### src/rtl/dkc_pkg.sv
// Package: constants, codes and control structs for the relaxed canonicalizer.
`timescale 1ns / 1ps
package dkc_pkg;

  localparam int MAX_PENDING_LINES = 16;
  localparam int NAME_SPACE_DEPTH  = 8;

  localparam int PL_W   = $clog2(MAX_PENDING_LINES + 1);
  localparam int NS_W   = $clog2(NAME_SPACE_DEPTH + 1);
  localparam int TAIL_N = 3;
  localparam int TAIL_W = 2;

  localparam logic [1:0] REQ_HDR_BYTE  = 2'd0;
  localparam logic [1:0] REQ_BODY_BYTE = 2'd1;
  localparam logic [1:0] REQ_END_FIELD = 2'd2;
  localparam logic [1:0] REQ_END_BODY  = 2'd3;

  localparam logic [7:0] CH_TAB   = 8'h09;
  localparam logic [7:0] CH_LF    = 8'h0A;
  localparam logic [7:0] CH_CR    = 8'h0D;
  localparam logic [7:0] CH_SP    = 8'h20;
  localparam logic [7:0] CH_COLON = 8'h3A;
  localparam logic [7:0] CH_UP_A  = 8'h41;
  localparam logic [7:0] CH_UP_Z  = 8'h5A;
  localparam logic [7:0] CH_CASE  = 8'h20;

  typedef struct packed {
    logic load;
    logic step;
  } ctl_cmd_t;

  typedef struct packed {
    logic plan_nonempty;
    logic out_free;
    logic last;
  } dp_sts_t;

endpackage

### src/rtl/dkc_if.sv
// Interfaces: input request channel and canonical output byte channel.
`timescale 1ns / 1ps
interface dkc_in_if import dkc_pkg::*; ();
  logic       valid;
  logic       ready;
  logic [1:0] req_type;
  logic [7:0] data_byte;
  logic       append_crlf;

  modport source (output valid, output req_type, output data_byte, output append_crlf,
                  input ready);
  modport sink   (input valid, input req_type, input data_byte, input append_crlf,
                  output ready);
endinterface

interface dkc_out_if import dkc_pkg::*; ();
  logic       valid;
  logic       ready;
  logic [7:0] out_byte;
  logic       last;
  logic       overflow;

  modport source (output valid, output out_byte, output last, output overflow,
                  input ready);
  modport sink   (input valid, input out_byte, input last, input overflow,
                  output ready);
endinterface

### src/rtl/dkim_relaxed_canonicalizer_core.sv
// Top level: DKIM relaxed canonicalizer, controller plus datapath.
// The request loads the emission plan registers; an emission step then moves the first
// byte into the output register. The input is not ready while a request's bytes are
// being emitted; the emission sequencer moves one byte a cycle while the output register
// is free, and output stalls hold it.
// Reset: synchronous active-low rst_n clears all canonicalization state and flags.
`timescale 1ns / 1ps
module dkim_relaxed_canonicalizer_core import dkc_pkg::*; (
  input  logic      clk,
  input  logic      rst_n,
  dkc_in_if.sink    in_chan,
  dkc_out_if.source out_chan
);

  ctl_cmd_t cmd;
  dp_sts_t  sts;
  logic     ready;

  assign in_chan.ready = ready;

  dkc_ctrl u_ctrl (
    .clk      (clk),
    .rst_n    (rst_n),
    .in_valid (in_chan.valid),
    .in_ready (ready),
    .sts      (sts),
    .cmd      (cmd)
  );

  dkc_datapath u_dp (
    .clk         (clk),
    .rst_n       (rst_n),
    .cmd         (cmd),
    .sts         (sts),
    .req_type    (in_chan.req_type),
    .data_byte   (in_chan.data_byte),
    .append_crlf (in_chan.append_crlf),
    .out_chan    (out_chan)
  );

  a_no_accept_while_emitting: assert property (@(posedge clk) disable iff (!rst_n)
    cmd.step |-> !ready)
    else $error("input ready while emitting");

  a_busy_after_nonempty: assert property (@(posedge clk) disable iff (!rst_n)
    (in_chan.valid && ready && sts.plan_nonempty) |=> !ready)
    else $error("input ready right after request with output");

  a_idle_after_last: assert property (@(posedge clk) disable iff (!rst_n)
    (cmd.step && sts.last) |=> ready)
    else $error("controller not idle after last byte");

  a_valid_from_step: assert property (@(posedge clk) disable iff (!rst_n)
    $rose(out_chan.valid) |-> $past(cmd.step))
    else $error("output valid without an emission step");

endmodule

### src/rtl/dkc_ctrl.sv
// Controller: accepts a request, then sequences the emission of its output bytes.
`timescale 1ns / 1ps
module dkc_ctrl import dkc_pkg::*; (
  input  logic     clk,
  input  logic     rst_n,
  input  logic     in_valid,
  output logic     in_ready,
  input  dp_sts_t  sts,
  output ctl_cmd_t cmd
);

  localparam logic [0:0] ST_IDLE = 1'b0;
  localparam logic [0:0] ST_RUN  = 1'b1;

  logic [0:0] state_r;
  logic [0:0] state_nxt;

  assign in_ready = (state_r == ST_IDLE);

  always_comb begin
    cmd.load  = 1'b0;
    cmd.step  = 1'b0;
    state_nxt = state_r;
    unique case (state_r)
      ST_IDLE: begin
        cmd.load = in_valid;
        if (in_valid && sts.plan_nonempty) state_nxt = ST_RUN;
      end
      ST_RUN: begin
        cmd.step = sts.out_free;
        if (sts.out_free && sts.last) state_nxt = ST_IDLE;
      end
      default: state_nxt = ST_IDLE;
    endcase
  end

  always_ff @(posedge clk) begin
    if (!rst_n) state_r <= ST_IDLE;
    else        state_r <= state_nxt;
  end

endmodule

### src/rtl/dkc_datapath.sv
// Datapath: canonicalization state, per-request emission plan and output register.
`timescale 1ns / 1ps
module dkc_datapath import dkc_pkg::*; (
  input  logic            clk,
  input  logic            rst_n,
  input  ctl_cmd_t        cmd,
  output dp_sts_t         sts,
  input  logic [1:0]      req_type,
  input  logic [7:0]      data_byte,
  input  logic            append_crlf,
  dkc_out_if.source       out_chan
);

  // canonicalization state
  logic                        in_value_r, in_value_nxt;
  logic                        started_r, started_nxt;
  logic                        vsp_r, vsp_nxt;
  logic [NS_W-1:0]             ns_cnt_r, ns_cnt_nxt;
  logic [NAME_SPACE_DEPTH-1:0] ns_kinds_r, ns_kinds_nxt;
  logic                        bsp_r, bsp_nxt;
  logic [PL_W-1:0]             pl_r, pl_nxt;
  logic                        content_r, content_nxt;
  logic                        ovf_r, ovf_nxt;

  // plan for the accepted request
  logic [NS_W-1:0]             p_ns_cnt;
  logic [NAME_SPACE_DEPTH-1:0] p_ns_kinds;
  logic [PL_W-1:0]             p_pl;
  logic                        p_sp;
  logic [TAIL_W-1:0]           p_tail_n;
  logic [TAIL_N*8-1:0]         p_tail;
  logic                        p_ovf;

  // plan being emitted
  logic [NS_W-1:0]             em_ns_cnt_r, em_ns_cnt_nxt;
  logic [NAME_SPACE_DEPTH-1:0] em_kinds_r, em_kinds_nxt;
  logic [PL_W-1:0]             em_pl_r, em_pl_nxt;
  logic                        em_lf_r, em_lf_nxt;
  logic                        em_sp_r, em_sp_nxt;
  logic [TAIL_W-1:0]           em_tail_n_r, em_tail_n_nxt;
  logic [TAIL_N*8-1:0]         em_tail_r, em_tail_nxt;
  logic                        em_ovf_r;
  logic [7:0]                  em_byte;

  // output register
  logic       out_valid_r;
  logic [7:0] out_byte_r;
  logic       out_last_r;
  logic       out_ovf_r;

  logic [7:0] c;
  logic       c_blank;

  assign c       = data_byte;
  assign c_blank = (c == CH_SP) || (c == CH_TAB);

  always_comb begin
    in_value_nxt = in_value_r;
    started_nxt  = started_r;
    vsp_nxt      = vsp_r;
    ns_cnt_nxt   = ns_cnt_r;
    ns_kinds_nxt = ns_kinds_r;
    bsp_nxt      = bsp_r;
    pl_nxt       = pl_r;
    content_nxt  = content_r;
    ovf_nxt      = ovf_r;
    p_ns_cnt     = '0;
    p_ns_kinds   = '0;
    p_pl         = '0;
    p_sp         = 1'b0;
    p_tail_n     = '0;
    p_tail       = '0;
    unique case (req_type)
      REQ_HDR_BYTE: begin
        if (!in_value_r) begin
          if (c == CH_COLON) begin
            ns_cnt_nxt   = '0;
            ns_kinds_nxt = '0;
            in_value_nxt = 1'b1;
            p_tail       = {16'h0, CH_COLON};
            p_tail_n     = TAIL_W'(1);
          end else if (c_blank) begin
            if (ns_cnt_r < NS_W'(NAME_SPACE_DEPTH)) begin
              ns_kinds_nxt = ns_kinds_r |
                             (NAME_SPACE_DEPTH'(c == CH_TAB) << ns_cnt_r);
              ns_cnt_nxt   = ns_cnt_r + NS_W'(1);
            end else begin
              ovf_nxt = 1'b1;
            end
          end else begin
            p_ns_cnt     = ns_cnt_r;
            p_ns_kinds   = ns_kinds_r;
            ns_cnt_nxt   = '0;
            ns_kinds_nxt = '0;
            p_tail_n     = TAIL_W'(1);
            if (c >= CH_UP_A && c <= CH_UP_Z) p_tail = {16'h0, c | CH_CASE};
            else                              p_tail = {16'h0, c};
          end
        end else if (c == CH_CR || c == CH_LF) begin
          p_tail_n = '0;
        end else if (c_blank) begin
          vsp_nxt = 1'b1;
        end else begin
          p_sp        = vsp_r && started_r;
          vsp_nxt     = 1'b0;
          started_nxt = 1'b1;
          p_tail      = {16'h0, c};
          p_tail_n    = TAIL_W'(1);
        end
      end
      REQ_BODY_BYTE: begin
        if (c == CH_CR) begin
          p_tail_n = '0;
        end else if (c == CH_LF) begin
          bsp_nxt = 1'b0;
          if (pl_r < PL_W'(MAX_PENDING_LINES)) pl_nxt = pl_r + PL_W'(1);
          else                                 ovf_nxt = 1'b1;
        end else if (c_blank) begin
          bsp_nxt = 1'b1;
        end else begin
          p_pl        = pl_r;
          pl_nxt      = '0;
          p_sp        = bsp_r;
          bsp_nxt     = 1'b0;
          p_tail      = {16'h0, c};
          p_tail_n    = TAIL_W'(1);
          content_nxt = 1'b1;
        end
      end
      REQ_END_FIELD: begin
        if (!in_value_r) begin
          p_tail   = {CH_LF, CH_CR, CH_COLON};
          p_tail_n = append_crlf ? TAIL_W'(3) : TAIL_W'(1);
        end else begin
          p_tail   = {8'h0, CH_LF, CH_CR};
          p_tail_n = append_crlf ? TAIL_W'(2) : TAIL_W'(0);
        end
        in_value_nxt = 1'b0;
        started_nxt  = 1'b0;
        vsp_nxt      = 1'b0;
        ns_cnt_nxt   = '0;
        ns_kinds_nxt = '0;
      end
      REQ_END_BODY: begin
        p_tail      = {8'h0, CH_LF, CH_CR};
        p_tail_n    = content_r ? TAIL_W'(2) : TAIL_W'(0);
        bsp_nxt     = 1'b0;
        pl_nxt      = '0;
        content_nxt = 1'b0;
        ovf_nxt     = 1'b0;
      end
      default: p_tail_n = '0;
    endcase
    p_ovf = (req_type == REQ_END_BODY) ? ovf_r : ovf_nxt;
  end

  // next byte of the plan, in order: name blanks, deferred lines, space, tail
  always_comb begin
    em_ns_cnt_nxt = em_ns_cnt_r;
    em_kinds_nxt  = em_kinds_r;
    em_pl_nxt     = em_pl_r;
    em_lf_nxt     = em_lf_r;
    em_sp_nxt     = em_sp_r;
    em_tail_n_nxt = em_tail_n_r;
    em_tail_nxt   = em_tail_r;
    em_byte       = em_tail_r[7:0];
    priority if (em_ns_cnt_r != '0) begin
      em_byte       = em_kinds_r[0] ? CH_TAB : CH_SP;
      em_kinds_nxt  = em_kinds_r >> 1;
      em_ns_cnt_nxt = em_ns_cnt_r - NS_W'(1);
    end else if (em_pl_r != '0) begin
      if (!em_lf_r) begin
        em_byte   = CH_CR;
        em_lf_nxt = 1'b1;
      end else begin
        em_byte   = CH_LF;
        em_lf_nxt = 1'b0;
        em_pl_nxt = em_pl_r - PL_W'(1);
      end
    end else if (em_sp_r) begin
      em_byte   = CH_SP;
      em_sp_nxt = 1'b0;
    end else begin
      em_tail_nxt   = em_tail_r >> 8;
      em_tail_n_nxt = em_tail_n_r - TAIL_W'(1);
    end
  end

  assign sts.plan_nonempty = (p_ns_cnt != '0) || (p_pl != '0) || p_sp || (p_tail_n != '0);
  assign sts.out_free      = !out_valid_r || out_chan.ready;
  assign sts.last          = (em_ns_cnt_nxt == '0) && (em_pl_nxt == '0) && !em_sp_nxt &&
                             (em_tail_n_nxt == '0);

  always_ff @(posedge clk) begin
    if (!rst_n) begin
      in_value_r  <= 1'b0;
      started_r   <= 1'b0;
      vsp_r       <= 1'b0;
      ns_cnt_r    <= '0;
      ns_kinds_r  <= '0;
      bsp_r       <= 1'b0;
      pl_r        <= '0;
      content_r   <= 1'b0;
      ovf_r       <= 1'b0;
      em_ns_cnt_r <= '0;
      em_pl_r     <= '0;
      em_lf_r     <= 1'b0;
      em_sp_r     <= 1'b0;
      em_tail_n_r <= '0;
    end else if (cmd.load) begin
      in_value_r  <= in_value_nxt;
      started_r   <= started_nxt;
      vsp_r       <= vsp_nxt;
      ns_cnt_r    <= ns_cnt_nxt;
      ns_kinds_r  <= ns_kinds_nxt;
      bsp_r       <= bsp_nxt;
      pl_r        <= pl_nxt;
      content_r   <= content_nxt;
      ovf_r       <= ovf_nxt;
      em_ns_cnt_r <= p_ns_cnt;
      em_pl_r     <= p_pl;
      em_lf_r     <= 1'b0;
      em_sp_r     <= p_sp;
      em_tail_n_r <= p_tail_n;
    end else if (cmd.step) begin
      em_ns_cnt_r <= em_ns_cnt_nxt;
      em_pl_r     <= em_pl_nxt;
      em_lf_r     <= em_lf_nxt;
      em_sp_r     <= em_sp_nxt;
      em_tail_n_r <= em_tail_n_nxt;
    end
  end

  always_ff @(posedge clk) begin
    if (cmd.load) begin
      em_kinds_r <= p_ns_kinds;
      em_tail_r  <= p_tail;
      em_ovf_r   <= p_ovf;
    end else if (cmd.step) begin
      em_kinds_r <= em_kinds_nxt;
      em_tail_r  <= em_tail_nxt;
    end
  end

  always_ff @(posedge clk) begin
    if (!rst_n)                       out_valid_r <= 1'b0;
    else if (cmd.step)                out_valid_r <= 1'b1;
    else if (out_chan.ready)          out_valid_r <= 1'b0;
  end

  always_ff @(posedge clk) begin
    if (cmd.step) begin
      out_byte_r <= em_byte;
      out_last_r <= sts.last;
      out_ovf_r  <= em_ovf_r;
    end
  end

  assign out_chan.valid    = out_valid_r;
  assign out_chan.out_byte = out_byte_r;
  assign out_chan.last     = out_last_r;
  assign out_chan.overflow = out_ovf_r;

endmodule
### src/flat_wrapper.sv
// flat-port wrapper written by rule: the top's interface ports become plain ports
module dkim_relaxed_canonicalizer_core_flat import dkc_pkg::*;
  (clk, rst_n, in_chan_valid, in_chan_req_type, in_chan_data_byte, in_chan_append_crlf, in_chan_ready, out_chan_valid, out_chan_out_byte, out_chan_last, out_chan_overflow, out_chan_ready);
  dkc_in_if in_chan_i ();
  dkc_out_if out_chan_i ();
  input  logic clk;
  input  logic rst_n;
  input wire logic [$bits(in_chan_i.valid)-1:0] in_chan_valid;
  input wire logic [$bits(in_chan_i.req_type)-1:0] in_chan_req_type;
  input wire logic [$bits(in_chan_i.data_byte)-1:0] in_chan_data_byte;
  input wire logic [$bits(in_chan_i.append_crlf)-1:0] in_chan_append_crlf;
  output wire logic [$bits(in_chan_i.ready)-1:0] in_chan_ready;
  output wire logic [$bits(out_chan_i.valid)-1:0] out_chan_valid;
  output wire logic [$bits(out_chan_i.out_byte)-1:0] out_chan_out_byte;
  output wire logic [$bits(out_chan_i.last)-1:0] out_chan_last;
  output wire logic [$bits(out_chan_i.overflow)-1:0] out_chan_overflow;
  input wire logic [$bits(out_chan_i.ready)-1:0] out_chan_ready;
  assign in_chan_i.valid = in_chan_valid;
  assign in_chan_i.req_type = in_chan_req_type;
  assign in_chan_i.data_byte = in_chan_data_byte;
  assign in_chan_i.append_crlf = in_chan_append_crlf;
  assign in_chan_ready = in_chan_i.ready;
  assign out_chan_valid = out_chan_i.valid;
  assign out_chan_out_byte = out_chan_i.out_byte;
  assign out_chan_last = out_chan_i.last;
  assign out_chan_overflow = out_chan_i.overflow;
  assign out_chan_i.ready = out_chan_ready;
  dkim_relaxed_canonicalizer_core u_core (.clk(clk), .rst_n(rst_n), .in_chan(in_chan_i), .out_chan(out_chan_i));
endmodule
### config.mk
export PLATFORM = sky130hd
export DESIGN_NAME = dkim_relaxed_canonicalizer_core_flat
export DESIGN_NICKNAME = d
export VERILOG_FILES = /design/src/rtl/dkc_pkg.sv /design/src/rtl/dkc_if.sv /design/src/rtl/dkim_relaxed_canonicalizer_core.sv /design/src/rtl/dkc_ctrl.sv /design/src/rtl/dkc_datapath.sv /design/src/flat_wrapper.sv
export SDC_FILE = /design/constraint.sdc
export NUM_CORES = 1
export LEC_CHECK = 0
export BUFFER_PORTS_ARGS = -buffer_cell sky130_fd_sc_hd__buf_2
export CAP_MARGIN = 20
export CORE_ASPECT_RATIO = 1.2
export CORE_MARGIN = 4
export CORE_UTILIZATION = 35
export CTS_CLUSTER_DIAMETER = 120
export DETAILED_ROUTE_END_ITERATION = 6
export HOLD_SLACK_MARGIN = 0.06
export PLACE_DENSITY = 0.52
export SYNTH_ARGS = -nofsm -noshare
export SYNTH_HDL_FRONTEND = slang
export SYNTH_SLANG_ARGS = --single-unit
### constraint.sdc
create_clock -name clk -period 3.2 [get_ports clk]
set_input_delay 0.32 -clock clk [delete_from_list [all_inputs] [get_ports clk]]
set_output_delay 0.32 -clock clk [all_outputs]
set_load 0.03 [all_outputs]
=== After elaboration in Yosys (flattened, before gate mapping) ===
Cells that the tools add are included.
W data, S select, Z words.

* Input bits: 15
* Register bits after elaboration: 81
* Output and inout port bits: 12

* Shift operators: 1
* Bitwise logic cells: 4
* Equality and inequality tests: 21
* Multiplexer cells: 119
* Magnitude comparators: 4
* Reductions and logical operators: 40
* Add/sub/neg operators: 5

{| class="wikitable"
|+ Operator list
! kind !! count
|-
| $mux W8 || 20
|-
| $mux W24 || 6
|-
| $pmux W24 S4 || 1
|-
| $mux W5 || 13
|-
| $mux W4 || 11
|-
| $mux W1 || 42
|-
| $eq A8 B4 Y1 const B || 3
|-
| $mux W2 || 10
|-
| $mux W20 || 1
|-
| $eq A8 B6 Y1 const B || 2
|-
| $pmux W8 S2 || 1
|-
| $reduce_and A5 Y1 || 3
|-
| $ne A2 B2 Y1 const B || 7
|-
| $pmux W1 S2 || 7
|-
| $mux W6 || 2
|-
| $reduce_and A4 Y1 || 3
|-
| $reduce_bool A2 Y1 || 6
|-
| $pmux W5 S2 || 1
|-
| $reduce_bool A5 Y1 || 2
|-
| $ge A8 B7 Y1 const B || 1
|-
| $le A8 B7 Y1 const B || 1
|-
| $or A8 B8 Y8 || 1
|-
| $pmux W2 S4 || 1
|-
| $pmux W4 S2 || 1
|-
| other kinds (26) || 48
|}

=== Depth between registers and ports, before layout ===
Gate-level depths: netlist of the first run.

* Depth in word-level cells: 13
* Gate-level depth with buffers: 8
* Mapped depth without buffers: 7

=== Modules after synthesis ===
Synthesis of the first run repeated with hierarchy kept, for this count alone.

* Cell total of the unflattened synthesis: 383
* Area total of the unflattened synthesis: 3504.6 sq um

{| class="wikitable"
|+ By module, submodules not included
! module !! area an instance (sq um) !! cells each !! instances
|-
| dkc_datapath || 3447.1 || 376 || 1
|-
| dkc_ctrl || 57.6 || 7 || 1
|}

=== Worst setup path after synthesis of the first run ===
Ideal clock, no wire load.

* Path kind: register to register
* Start point: reg u_core.u_dp.em_ns_cnt_r[0]
* End point: reg u_core.u_dp.em_tail_r[0] (enable)
* Data required time: 2861 ps
* Buffers on the path: 1
* Data arrival time: 1892 ps
* Slack: 969 ps
* Stages on the path, launching flop included: 8
* Library setup time: 339 ps
* Cell sequence: dfxtp_1 > inv_1 > ha_1 > or3b_1 > clkbuf_1 > nor3_1 > a21oi_1 > inv_1

* Cells in the longest elaborated chain, start to end: 3

{| class="wikitable"
|+ Ends and longest elaborated chain
! what !! line !! source
|-
| from (decl) || dkc_datapath.sv:35 || <nowiki>logic [NS_W-1:0] em_ns_cnt_r, em_ns_cnt_nxt;</nowiki>
|-
| from (signal assigned) || dkc_datapath.sv:220 || <nowiki>em_ns_cnt_r <= p_ns_cnt;</nowiki>
|-
| from (signal assigned) || dkc_datapath.sv:226 || <nowiki>em_ns_cnt_r <= em_ns_cnt_nxt;</nowiki>
|-
| $reduce_bool A4 Y1 || dkc_datapath.sv:167 || <nowiki>priority if (em_ns_cnt_r != '0) begin</nowiki>
|-
| $ne A2 B1 Y1 (no source line) || n/a ||
|-
| $reduce_and A4 Y1 (no source line) || n/a ||
|-
| to (signal assigned) || dkc_datapath.sv:237 || <nowiki>em_tail_r <= p_tail;</nowiki>
|-
| to (signal assigned) || dkc_datapath.sv:241 || <nowiki>em_tail_r <= em_tail_nxt;</nowiki>
|-
| to (decl) || dkc_datapath.sv:41 || <nowiki>logic [TAIL_N*8-1:0] em_tail_r, em_tail_nxt;</nowiki>
|}

Every way passes these cells.
A chain may end at the register's enable or synchronous reset.

=== Worst setup path in the final report of the first run ===
* Start point: reg u_core.u_dp.em_pl_r[0]
* End point: reg u_core.u_dp.em_tail_r[6] (enable)

* Cells in the longest elaborated chain, start to end: 3

{| class="wikitable"
|+ Ends and longest elaborated chain
! what !! line !! source
|-
| from (decl) || dkc_datapath.sv:37 || <nowiki>logic [PL_W-1:0] em_pl_r, em_pl_nxt;</nowiki>
|-
| from (signal assigned) || dkc_datapath.sv:221 || <nowiki>em_pl_r <= p_pl;</nowiki>
|-
| from (signal assigned) || dkc_datapath.sv:227 || <nowiki>em_pl_r <= em_pl_nxt;</nowiki>
|-
| $reduce_bool A5 Y1 || dkc_datapath.sv:171 || <nowiki>end else if (em_pl_r != '0) begin</nowiki>
|-
| $ne A2 B1 Y1 (no source line) || n/a ||
|-
| $reduce_and A4 Y1 (no source line) || n/a ||
|}

Every way passes these cells.

==> results of run 1 <==
Yosys cell counts, types with 4 or more instances:
library cell and instances:
o21ai_0 22, nand4_1 4, a221oi_1 7, nand2_1 20
nor4_1 4, clkbuf_1 12, or3_1 5, nor2_1 47
nand3_1 13, inv_1 23, edfxtp_1 30, mux2i_1 4
a31oi_1 6, a22o_1 7, buf_2 4, nor3_1 14
and2_1 7, a21oi_1 37, o211ai_1 6, nor3b_1 5
ha_1 4, dfxtp_1 38
flip-flops by register name, summed over array words and instances, names as in the netlist, 2 cells and up:
signal / cells
u_core.u_dp.em_kinds_r: 8
u_core.u_dp.em_ns_cnt_r: 4
u_core.u_dp.em_pl_r: 5
u_core.u_dp.em_tail_n_r: 2
u_core.u_dp.em_tail_r: 11
u_core.u_dp.ns_cnt_r: 4
u_core.u_dp.ns_kinds_r: 8
u_core.u_dp.out_chan.out_byte: 8
u_core.u_dp.pl_r: 5
where the power goes:
part	switching (W)	leakage, nW	internal [W]
clock network	0.000346	0.131	0.000543
registers	0.0000254	0.603	0.000975
logic	0.000180	0.771	0.0000850
worst reg2reg max path, delay by kind of cell, from the launching register on:
| kind | cells | cell delay, ps |
|---|---|---|
| AOI/OAI and AO/OA | 1 | 160 |
| adders and majority gates | 1 | 230 |
| buffers and inverters | 2 | 420 |
| DFF | 1 | 340 |
| and+or+nand+nor | 2 | 930 |
through the flow:
step	total power (W)	std cells	hold WS (ps)	setup WS (ps)	util, %
3_3_place_gp	0.00128	518	408	785	38.8
4_1_cts	0.00218	534	284	715	41.5
5_1_grt	0.00225	534	300	592	41.5
3_5_place_dp	0.00129	518	410	731	38.8
6_report	0.00216	534	302	779	41.5
2_1_floorplan	0.00119	382	400	969	-
per-layer routing:
| layer | wire [um] | vias up | global-route usage, % |
|---|---|---|---|
| met5 | 0 | - | 0 |
| met4 | 208 | 0 | 7.74 |
| met3 | 410 | 17 | 3.38 |
| met2 | 4260 | 86 | 26.4 |
| met1 | 4250 | 1413 | 21.2 |
| li1 | - | 1477 | - |
final timing paths:
path	to	slack, ps	cells past startpoint
worst min-delay path	u_core.u_ctrl.state_r	300	2
worst max-delay path	u_core.u_dp.em_tail_r[6]	780	6
worst min register to register	u_core.u_dp.out_chan.overflow	420	0
worst max register to register	u_core.u_dp.em_tail_r[6]	780	6
final cells by class:
cell class	count	area, um^2	area share (%)
clock buffer	14	254	6.37
multi-input combinational	271	1650	41.2
inverter	24	90.1	2.26
sequential	68	1660	41.6
clock inverter	2	10.0	0.251
tap	123	154	3.86
timing repair buffer	32	175	4.39
kinds of logic after synthesis:
| family | synth area share (%) |
|---|---|
| AO/OA/AOI/OAI | 21.1 |
| XOR/XNOR | 0.756 |
| adder cells (fa/ha/maj) | 1.44 |
| buffers and inverters | 4.89 |
| flip-flops | 47.8 |
| multiplexers | 1.15 |
| AND/OR/NAND/NOR | 22.8 |
cell usage in the layout, fill, tap and decap left out, types with 5 or more instances in the layout:
cell type / netlist / layout
nor3b_1: 5 / 5
a21oi_1: 37 / 37
a31oi_1: 6 / 6
buf_2: 4 / 26
edfxtp_1: 30 / 30
and2_1: 7 / 7
a221oi_1: 7 / 7
a22o_1: 7 / 7
dfxtp_1: 38 / 38
nand3_1: 13 / 13
nand2_1: 20 / 20
nor3_1: 14 / 14
o21ai_0: 22 / 22
clkbuf_16: 0 / 9
buf_4: 0 / 6
nor2_1: 47 / 47
inv_1: 23 / 23
or3_1: 5 / 5
o211ai_1: 6 / 6
==> results.sh, run 1 <==
export IMPL_status="completed"
export IMPL_path_cells="inv_1, ha_1, or4b_4, nor3_1, a21oi_1, inv_1"
export IMPL_io_buffers=26
export IMPL_hold_start="rst_n"
export IMPL_worstPathArrival_ps=2400
export IMPL_synth_warnings=0
export IMPL_postCtsSetupRepairBufs=0
export IMPL_start_util_pct=36.2
export IMPL_syn_nets=401
export IMPL_synthesis_area_um2=3480
export IMPL_die_y_um=117
export IMPL_grt_max_degree=24
export IMPL_cts_hold_buf=0
export IMPL_wire_per_inst_um=17.1
export IMPL_ant_nets=0
export IMPL_dpl_instance_area_um2=3730
export IMPL_holdCritPathClass="input pin to flip-flop"
export IMPL_coreArea_um2=9610
export IMPL_rr_startpoint="u_core.u_dp.em_pl_r[0]"
export IMPL_place_hpwl_um=6550
export IMPL_startpoint_type="flip-flop"
export IMPL_worst_path_max_fanout=11
export IMPL_cts_tree="done"
export IMPL_power_density_nw_per_um2=540
export IMPL_antenna_found_initial=0
export IMPL_gp_congestion=0.905
export IMPL_final_nets=425
export IMPL_seq_area_frac_synth_pct=47.8
export IMPL_finClkSkew_ps=10.7
export IMPL_period_share_pct=75.7
export IMPL_viasPerCell=5.60
export IMPL_end_kind="flip-flop"
export IMPL_grt_pass1_wl_um=14700
export IMPL_synthCells=382
export IMPL_cts_buffer_depth=2
export IMPL_grt_overflow_total=0
export IMPL_ir_drop_uv=235
export IMPL_post_route_cell_area_um2=3990
export IMPL_path_delay_family="simple AND/OR/NAND/NOR gates"
export IMPL_fp_dieArea_um2=11600
export IMPL_slowest_stage="or4b_4"
export IMPL_finalMaxSlewViolations=0
export IMPL_synth_top_area_cell="edfxtp_1"
export IMPL_netlist_area_leader_share_pct=25.9
export IMPL_drcViolationCount=0
export IMPL_rows=39
export IMPL_htree_levels=3
export IMPL_worstMarginPinSlew_ps=958
export IMPL_insertedDiodeCount=0
export IMPL_synthTopCellsByArea="edfxtp_1, dfxtp_1, a21oi_1"
export IMPL_fp_dieW_um=99.0
export IMPL_syn_area_per_cell_um2=9.10
export IMPL_drive_gt1_share_pct=13.6
export IMPL_hold_viol=0
export IMPL_fmax_mhz=413
export IMPL_required_ps=3180
export IMPL_grt_total_usage_pct=16.4
export IMPL_synthArstFlopShare_pct=0
export IMPL_maxSlewHeadroom_pct=35.5
export IMPL_root_buffer="clkbuf_16"
export IMPL_p_leak_nw=1.50
export IMPL_grt_pass1_vias=2842
export IMPL_io_pins=27
export IMPL_area_delta_synth_final_pct=14.8
export IMPL_path_common_cell="inv_1"
export IMPL_synth_edff_count=30
export IMPL_fill_cells=950
export IMPL_clkSinkCount=68
export IMPL_num_vias=2993
export IMPL_cts_buffers=9
export IMPL_synth_ff_type="dfxtp_1"
export IMPL_cts_resized=0
export IMPL_ys_types=63
export IMPL_setup_viol=0
export IMPL_first_iter_violations=180
export IMPL_crit_buf_inv=2
export IMPL_clkLatencyLatePin_ps=330
export IMPL_fin_tns_setup_ps=0
export IMPL_fin_crit_ps=2420
export IMPL_criticalPathCategory="flip-flop to flip-flop"
export IMPL_ys_ff_latch=68
export IMPL_slowest_delay_ps=530
export IMPL_crit_start="u_core.u_dp.em_pl_r[0]"
export IMPL_clk_pin_slew_worst_paths_ps=60
export IMPL_rsz0062_at_grt="no"
export IMPL_totalWireLength_um=9130
export IMPL_maxCapViolations=0
export IMPL_first_pass_iters=5
Power figures use the tool's default switching activity.
==> run 2: changes to the inputs <==
clock period = 2.4 ns   (was 3.2 ns; I/O delays follow)
==> run 2 against run 1 <==
  * Critical path depth grew 1
  * Cell area grew 4.0%
  * First-iteration DRC count grew 8.9%
  * Sequential power grew 33%
  * Routed wire length shrank 0.31%
  * Utilization grew 1.6 points
  * Worst hold slack lost 97 ps
  * Via count is essentially flat
  * Sequential share of layout area shrank 1.6 points
  * Global-route usage is essentially flat
  * Highest routed layer unchanged
==> results.sh, run 2 (synthesis results as in run 1) <==
export IMPL_final_nets=438
export IMPL_largest_reg_flops=11
export IMPL_clkLatencyLatePin_ps=330
export IMPL_power_frac_seq_pct=42.9
export IMPL_path_cells="inv_1, ha_1, or3b_4, or4_1, and4_1, a41oi_1, o21a_1"
export IMPL_insertedDiodeCount=0
export IMPL_cts_buffer_depth=2
export IMPL_drcViolationCount=0
export IMPL_grt_overflow_total=0
export IMPL_die_y_um=117
export IMPL_p_comb_share_pct=12.1
export IMPL_antenna_found_initial=0
export IMPL_regArea_um2=1660
export IMPL_totalWireLength_um=9110
export IMPL_first_iter_violations=196
export IMPL_worstMarginPinSlew_ps=639
export IMPL_multi_input_area_um2=1650
export IMPL_wire_per_inst_um=16.6
export IMPL_final_cells=547
export IMPL_maxSlewHeadroom_pct=57.0
export IMPL_coreArea_um2=9610
export IMPL_ant_nets=0
export IMPL_grt_pass1_wl_um=14800
export IMPL_maxCapViolations=0
export IMPL_hold_viol=0
export IMPL_viasPerCell=5.47
export IMPL_p_leak_nw=1.59
export IMPL_holdCritPathClass="input pin to flip-flop"
export IMPL_power_density_nw_per_um2=748
export IMPL_mostFrequentLayoutCell="nor2_1"
export IMPL_first_pass_iters=4
export IMPL_grt_max_degree=24
export IMPL_whs_path_depth=2
export IMPL_ir_drop_uv=392
export IMPL_cts_buffers=9
export IMPL_gp_congestion=0.923
export IMPL_root_buffer="clkbuf_16"
export IMPL_grt_total_usage_pct=16.4
export IMPL_setup_viol=0
export IMPL_p_int_w=0.00235
export IMPL_fin_tns_setup_ps=0
export IMPL_cts_tree="done"
export IMPL_worst_path_max_fanout=11
export IMPL_finClkSkew_ps=7.70
export IMPL_slowest_delay_ps=470
export IMPL_io_pins=27
export IMPL_drive_gt1_share_pct=17.2
export IMPL_rows=39
export IMPL_rr_startpoint="u_core.u_dp.em_ns_cnt_r[0]"
export IMPL_fin_crit_ps=2220
export IMPL_area_delta_synth_final_pct=19.3
export IMPL_startpoint_type="flip-flop"
export IMPL_clk_pin_slew_worst_paths_ps=60
export IMPL_reg2reg_to="u_core.u_ctrl.state_r"
export IMPL_htree_levels=3
export IMPL_end_kind="flip-flop"
export IMPL_rsz0062_at_grt="no"
export IMPL_cts_hold_buf=0
export IMPL_slowest_stage="or3b_4"
export IMPL_r2r_setup_slack_ps=180
export IMPL_postCtsSetupRepairBufs=0
export IMPL_clkSinkCount=68
export IMPL_finalMaxSlewViolations=0
export IMPL_fmax_mhz=450
export IMPL_grt_pass1_vias=2910
export IMPL_clkPwrFrac_pct=44.9
export IMPL_fill_cells=941
export IMPL_switching_share_pct=24.3
export IMPL_fp_dieArea_um2=11600
export IMPL_fp_dieW_um=99.0
export IMPL_required_ps=2680
export IMPL_worstPathArrival_ps=2500
export IMPL_crit_start="u_core.u_dp.em_ns_cnt_r[0]"
export IMPL_criticalPathCategory="flip-flop to flip-flop"
export IMPL_endpoint="u_core.u_ctrl.state_r"
export IMPL_io_buffers=26
export IMPL_num_vias=2994
export IMPL_period_share_pct=92.6
export IMPL_start_util_pct=36.2
export IMPL_place_inst=531
export IMPL_worstRegToRegCells=7
export IMPL_p_sw_w=0.000755
export IMPL_most_common_layout_cells="nor2_1, dfxtp_1, a21oi_1, edfxtp_1, buf_2"
export IMPL_status="completed"
export IMPL_place_hpwl_um=6770
export IMPL_top_register="u_core.u_dp.em_tail_r"
-- run 2: worst max-delay path: cells and delay by family, from the launching register on --
family	cells	cell delay, ps
flops	1	340
buf+inv	1	80
simple gates	3	1160
compound gates	2	340
fa+ha+maj	1	240
-- run 2: worst min-delay path by stage --
stage                                    start                             to  slack (ps)
final                                    rst_n          u_core.u_ctrl.state_r         210
after global routing                     rst_n          u_core.u_ctrl.state_r         210
after CTS                                rst_n          u_core.u_ctrl.state_r         180
after detailed placement  u_core.u_dp.em_ovf_r  u_core.u_dp.out_chan.overflow         410
after global placement    u_core.u_dp.em_ovf_r  u_core.u_dp.out_chan.overflow         410
after floorplan                          rst_n          u_core.u_ctrl.state_r         360
-- run 2: power by group through the flow --
stage               clock network (W)  registers, W  logic (W)
floorplan                           0       0.00138   0.000212
global placement                    0       0.00136   0.000376
detailed placement                  0       0.00136   0.000378
CTS                           0.00143       0.00133   0.000379
global route                  0.00148       0.00134   0.000414
finish                        0.00139       0.00133   0.000377
-- run 2: through the flow --
step	total power (W)	instance area, um^2	utilization (%)	hold WS, ps	setup slack (ps)
2_1_floorplan	0.00159	3480	-	358	169
3_3_place_gp	0.00173	3820	39.8	409	167
3_5_place_dp	0.00173	3820	39.8	405	118
4_1_cts	0.00314	4150	43.1	181	105
5_1_grt	0.00323	4150	43.1	208	26.0
6_report	0.00310	4150	43.1	205	177
-- run 2: routing by layer --
metal / global-route usage [%] / part of all wire, % / vias to the layer above
li1: - / - / 1500
met1: 20.5 / 46 / 1405
met2: 27.2 / 48 / 78
met3: 3.79 / 4.4 / 11
met4: 7.19 / 1.8 / 0
met5: 0 / 0 / -
-- run 2: cell type report --
cell class / count / area share, %
timing repair buffer: 45 / 6.58
sequential: 68 / 40.1
inverter: 24 / 2.17
multi-input combinational: 271 / 39.7
clock inverter: 4 / 1.06
tap: 123 / 3.71
clock buffer: 12 / 6.70
-- run 2: what timing repair did --
action | 4_1_cts | 5_1_grt
gates resized for setup | 0 | 1
hold endpoints to repair | 0 | 0
setup endpoints to repair | 0 | 2
==> run 3: changes to the inputs <==
CELL_PAD_IN_SITES_DETAIL_PLACEMENT = 1   (was default)
CELL_PAD_IN_SITES_GLOBAL_PLACEMENT = 1   (was default)
PLACE_DENSITY = 0.64   (was 0.52)
==> run 3 against run 2 <==
  * Worst hold slack improved by 21 ps
  * Cell area fell by 1.7%
  * Routed wire length rose by 8.6%
  * Cell count fell by 0.55%
  * Critical path depth did not move
  * Critical path type unchanged
  * Utilization fell by 0.72 points
  * Sequential power barely moved
  * Largest cell class unchanged
  * Non-clock buffer count fell by 3
  * Sequential share of layout area rose by 0.68 points
  * Critical endpoint unchanged
  * Total power fell by 4.4%
  * Flip-flop and latch count did not move
==> results.sh, run 3 (synthesis results as in run 1) <==
export IMPL_status="completed"
export IMPL_cts_resized=0
export IMPL_worst_slack_ps=110
export IMPL_drive_gt1_share_pct=15.2
export IMPL_period_share_pct=95.4
export IMPL_p_leak_nw=1.55
export IMPL_insertedDiodeCount=0
export IMPL_crit_buf_inv=1
export IMPL_cts_hold_buf=0
export IMPL_setup_viol=0
export IMPL_die_y_um=117
export IMPL_place_hpwl_um=7380
export IMPL_end_kind="flip-flop"
export IMPL_antenna_found_initial=0
export IMPL_finClkSkew_ps=11.2
export IMPL_finalMaxSlewViolations=0
export IMPL_path_cells="inv_1, ha_1, or4b_4, or4_4, a31oi_1, a41oi_1, o21a_1"
export IMPL_ant_nets=0
export IMPL_met1Wirelength_um=4490
export IMPL_cts_tree="done"
export IMPL_drcViolationCount=0
export IMPL_top_register="u_core.u_dp.em_tail_r"
export IMPL_total_power_w=0.00297
export IMPL_criticalPathCategory="flip-flop to flip-flop"
export IMPL_num_vias=3053
export IMPL_io_buffers=26
export IMPL_hold_start="rst_n"
export IMPL_fp_dieW_um=99.0
export IMPL_fin_tns_setup_ps=0
export IMPL_first_pass_iters=4
export IMPL_fill_cells=1145
export IMPL_wl_met2_um=4940
export IMPL_grt_max_degree=24
export IMPL_grt_total_usage_pct=18.0
export IMPL_worst_path_max_fanout=6
export IMPL_most_common_layout_cells="nor2_1, dfxtp_1, a21oi_1, edfxtp_1, buf_2"
export IMPL_coreArea_um2=9610
export IMPL_slowest_stage="or4b_4"
export IMPL_maxSlewHeadroom_pct=54.8
export IMPL_totalWireLength_um=9890
export IMPL_first_iter_violations=123
export IMPL_ir_drop_uv=339
export IMPL_clk_pin_slew_worst_paths_ps=50
export IMPL_holdCritPathClass="input pin to flip-flop"
export IMPL_power_density_nw_per_um2=728
export IMPL_post_route_cell_area_um2=4080
export IMPL_gp_congestion=0.875
export IMPL_wire_per_inst_um=18.2
export IMPL_grt_pass1_wl_um=16200
export IMPL_htree_levels=3
export IMPL_io_pins=27
export IMPL_required_ps=2620
export IMPL_fp_dieArea_um2=11600
export IMPL_dpl_instance_area_um2=3800
export IMPL_worstPathArrival_ps=2510
export IMPL_pre_cts_ws_ps=134
export IMPL_largest_reg_flops=11
export IMPL_viasPerCell=5.61
export IMPL_cts_buffer_depth=2
export IMPL_root_buffer="clkbuf_16"
export IMPL_worstMarginPinSlew_ps=674
export IMPL_crit_start="u_core.u_dp.em_pl_r[0]"
export IMPL_mostFrequentLayoutCell="nor2_1"
export IMPL_fmax_mhz=437
export IMPL_rsz0062_at_grt="no"
export IMPL_cts_buffers=9
export IMPL_grt_overflow_total=0
export IMPL_hold_viol=0
export IMPL_slowest_delay_ps=530
export IMPL_postCtsSetupRepairBufs=0
export IMPL_rows=39
export IMPL_dr_wl_met3_um=281
export IMPL_path_delay_family="simple AND/OR/NAND/NOR gates"
export IMPL_area_delta_synth_final_pct=17.3
export IMPL_startpoint_type="flip-flop"
export IMPL_clkLatencyLatePin_ps=330
export IMPL_grt_pass1_vias=3163
export IMPL_multi_input_area_um2=1650
export IMPL_final_nets=435
export IMPL_fin_crit_ps=2290
export IMPL_clkSinkCount=68
export IMPL_rr_startpoint="u_core.u_dp.em_pl_r[0]"
export IMPL_maxCapViolations=0
export IMPL_start_util_pct=36.2
export IMPL_regArea_um2=1660
export IMPL_highest_layer="met4"
[run 3: cell types whose count changed in the layout (fill, tap and decap cells not counted), sizes merged]
cell	before	now
clkinv	4	3
buf	45	42
clkbuf	12	13
[run 3: final timing paths]
kind | endpoint | slack (ps) | cells past startpoint
setup / recovery | u_core.u_ctrl.state_r | 110 | 7
hold / removal | u_core.u_ctrl.state_r | 230 | 2
setup reg to reg | u_core.u_ctrl.state_r | 110 | 7
hold reg to reg | u_core.u_dp.out_chan.overflow | 410 | 0
[run 3: per-stage QoR]
step,hold slack (ps),util [%],cells
2_1_floorplan,358,-,382
3_3_place_gp,409,39.5,528
3_5_place_dp,411,39.5,528
4_1_cts,215,42.4,544
5_1_grt,229,42.4,544
6_report,226,42.4,544
[run 3: power by group]
| part | internal (W) | total (W) | switching (W) |
|---|---|---|---|
| clock | 0.000798 | 0.00126 | 0.000465 |
| sequential | 0.00130 | 0.00134 | 0.0000355 |
| combinational | 0.000123 | 0.000369 | 0.000246 |
| total | 0.00222 | 0.00297 | 0.000746 |
[run 3: area by class of cell]
class                      instances  area share, %
sequential                        68           40.7
inverter                          24           2.21
multi-input combinational        271           40.3
clock buffer                      13           5.89
tap                              123           3.77
clock inverter                     3          0.920
timing repair buffer              42           6.13
[run 3: layer usage]
layer  vias to the layer above  track usage (%)
met5                         -                0
met4                         0             6.10
met3                        14             4.21
met2                        37             31.0
met1                      1512             22.2
li1                       1490                -
[run 3: worst register-to-register path: cells and delay by family, from the launching register on]
kind | cells | cell delay [ps]
AOI/OAI and AO/OA | 3 | 540
and+or+nand+nor | 2 | 970
DFF | 1 | 340
adders and majority gates | 1 | 230
buffers and inverters | 1 | 90
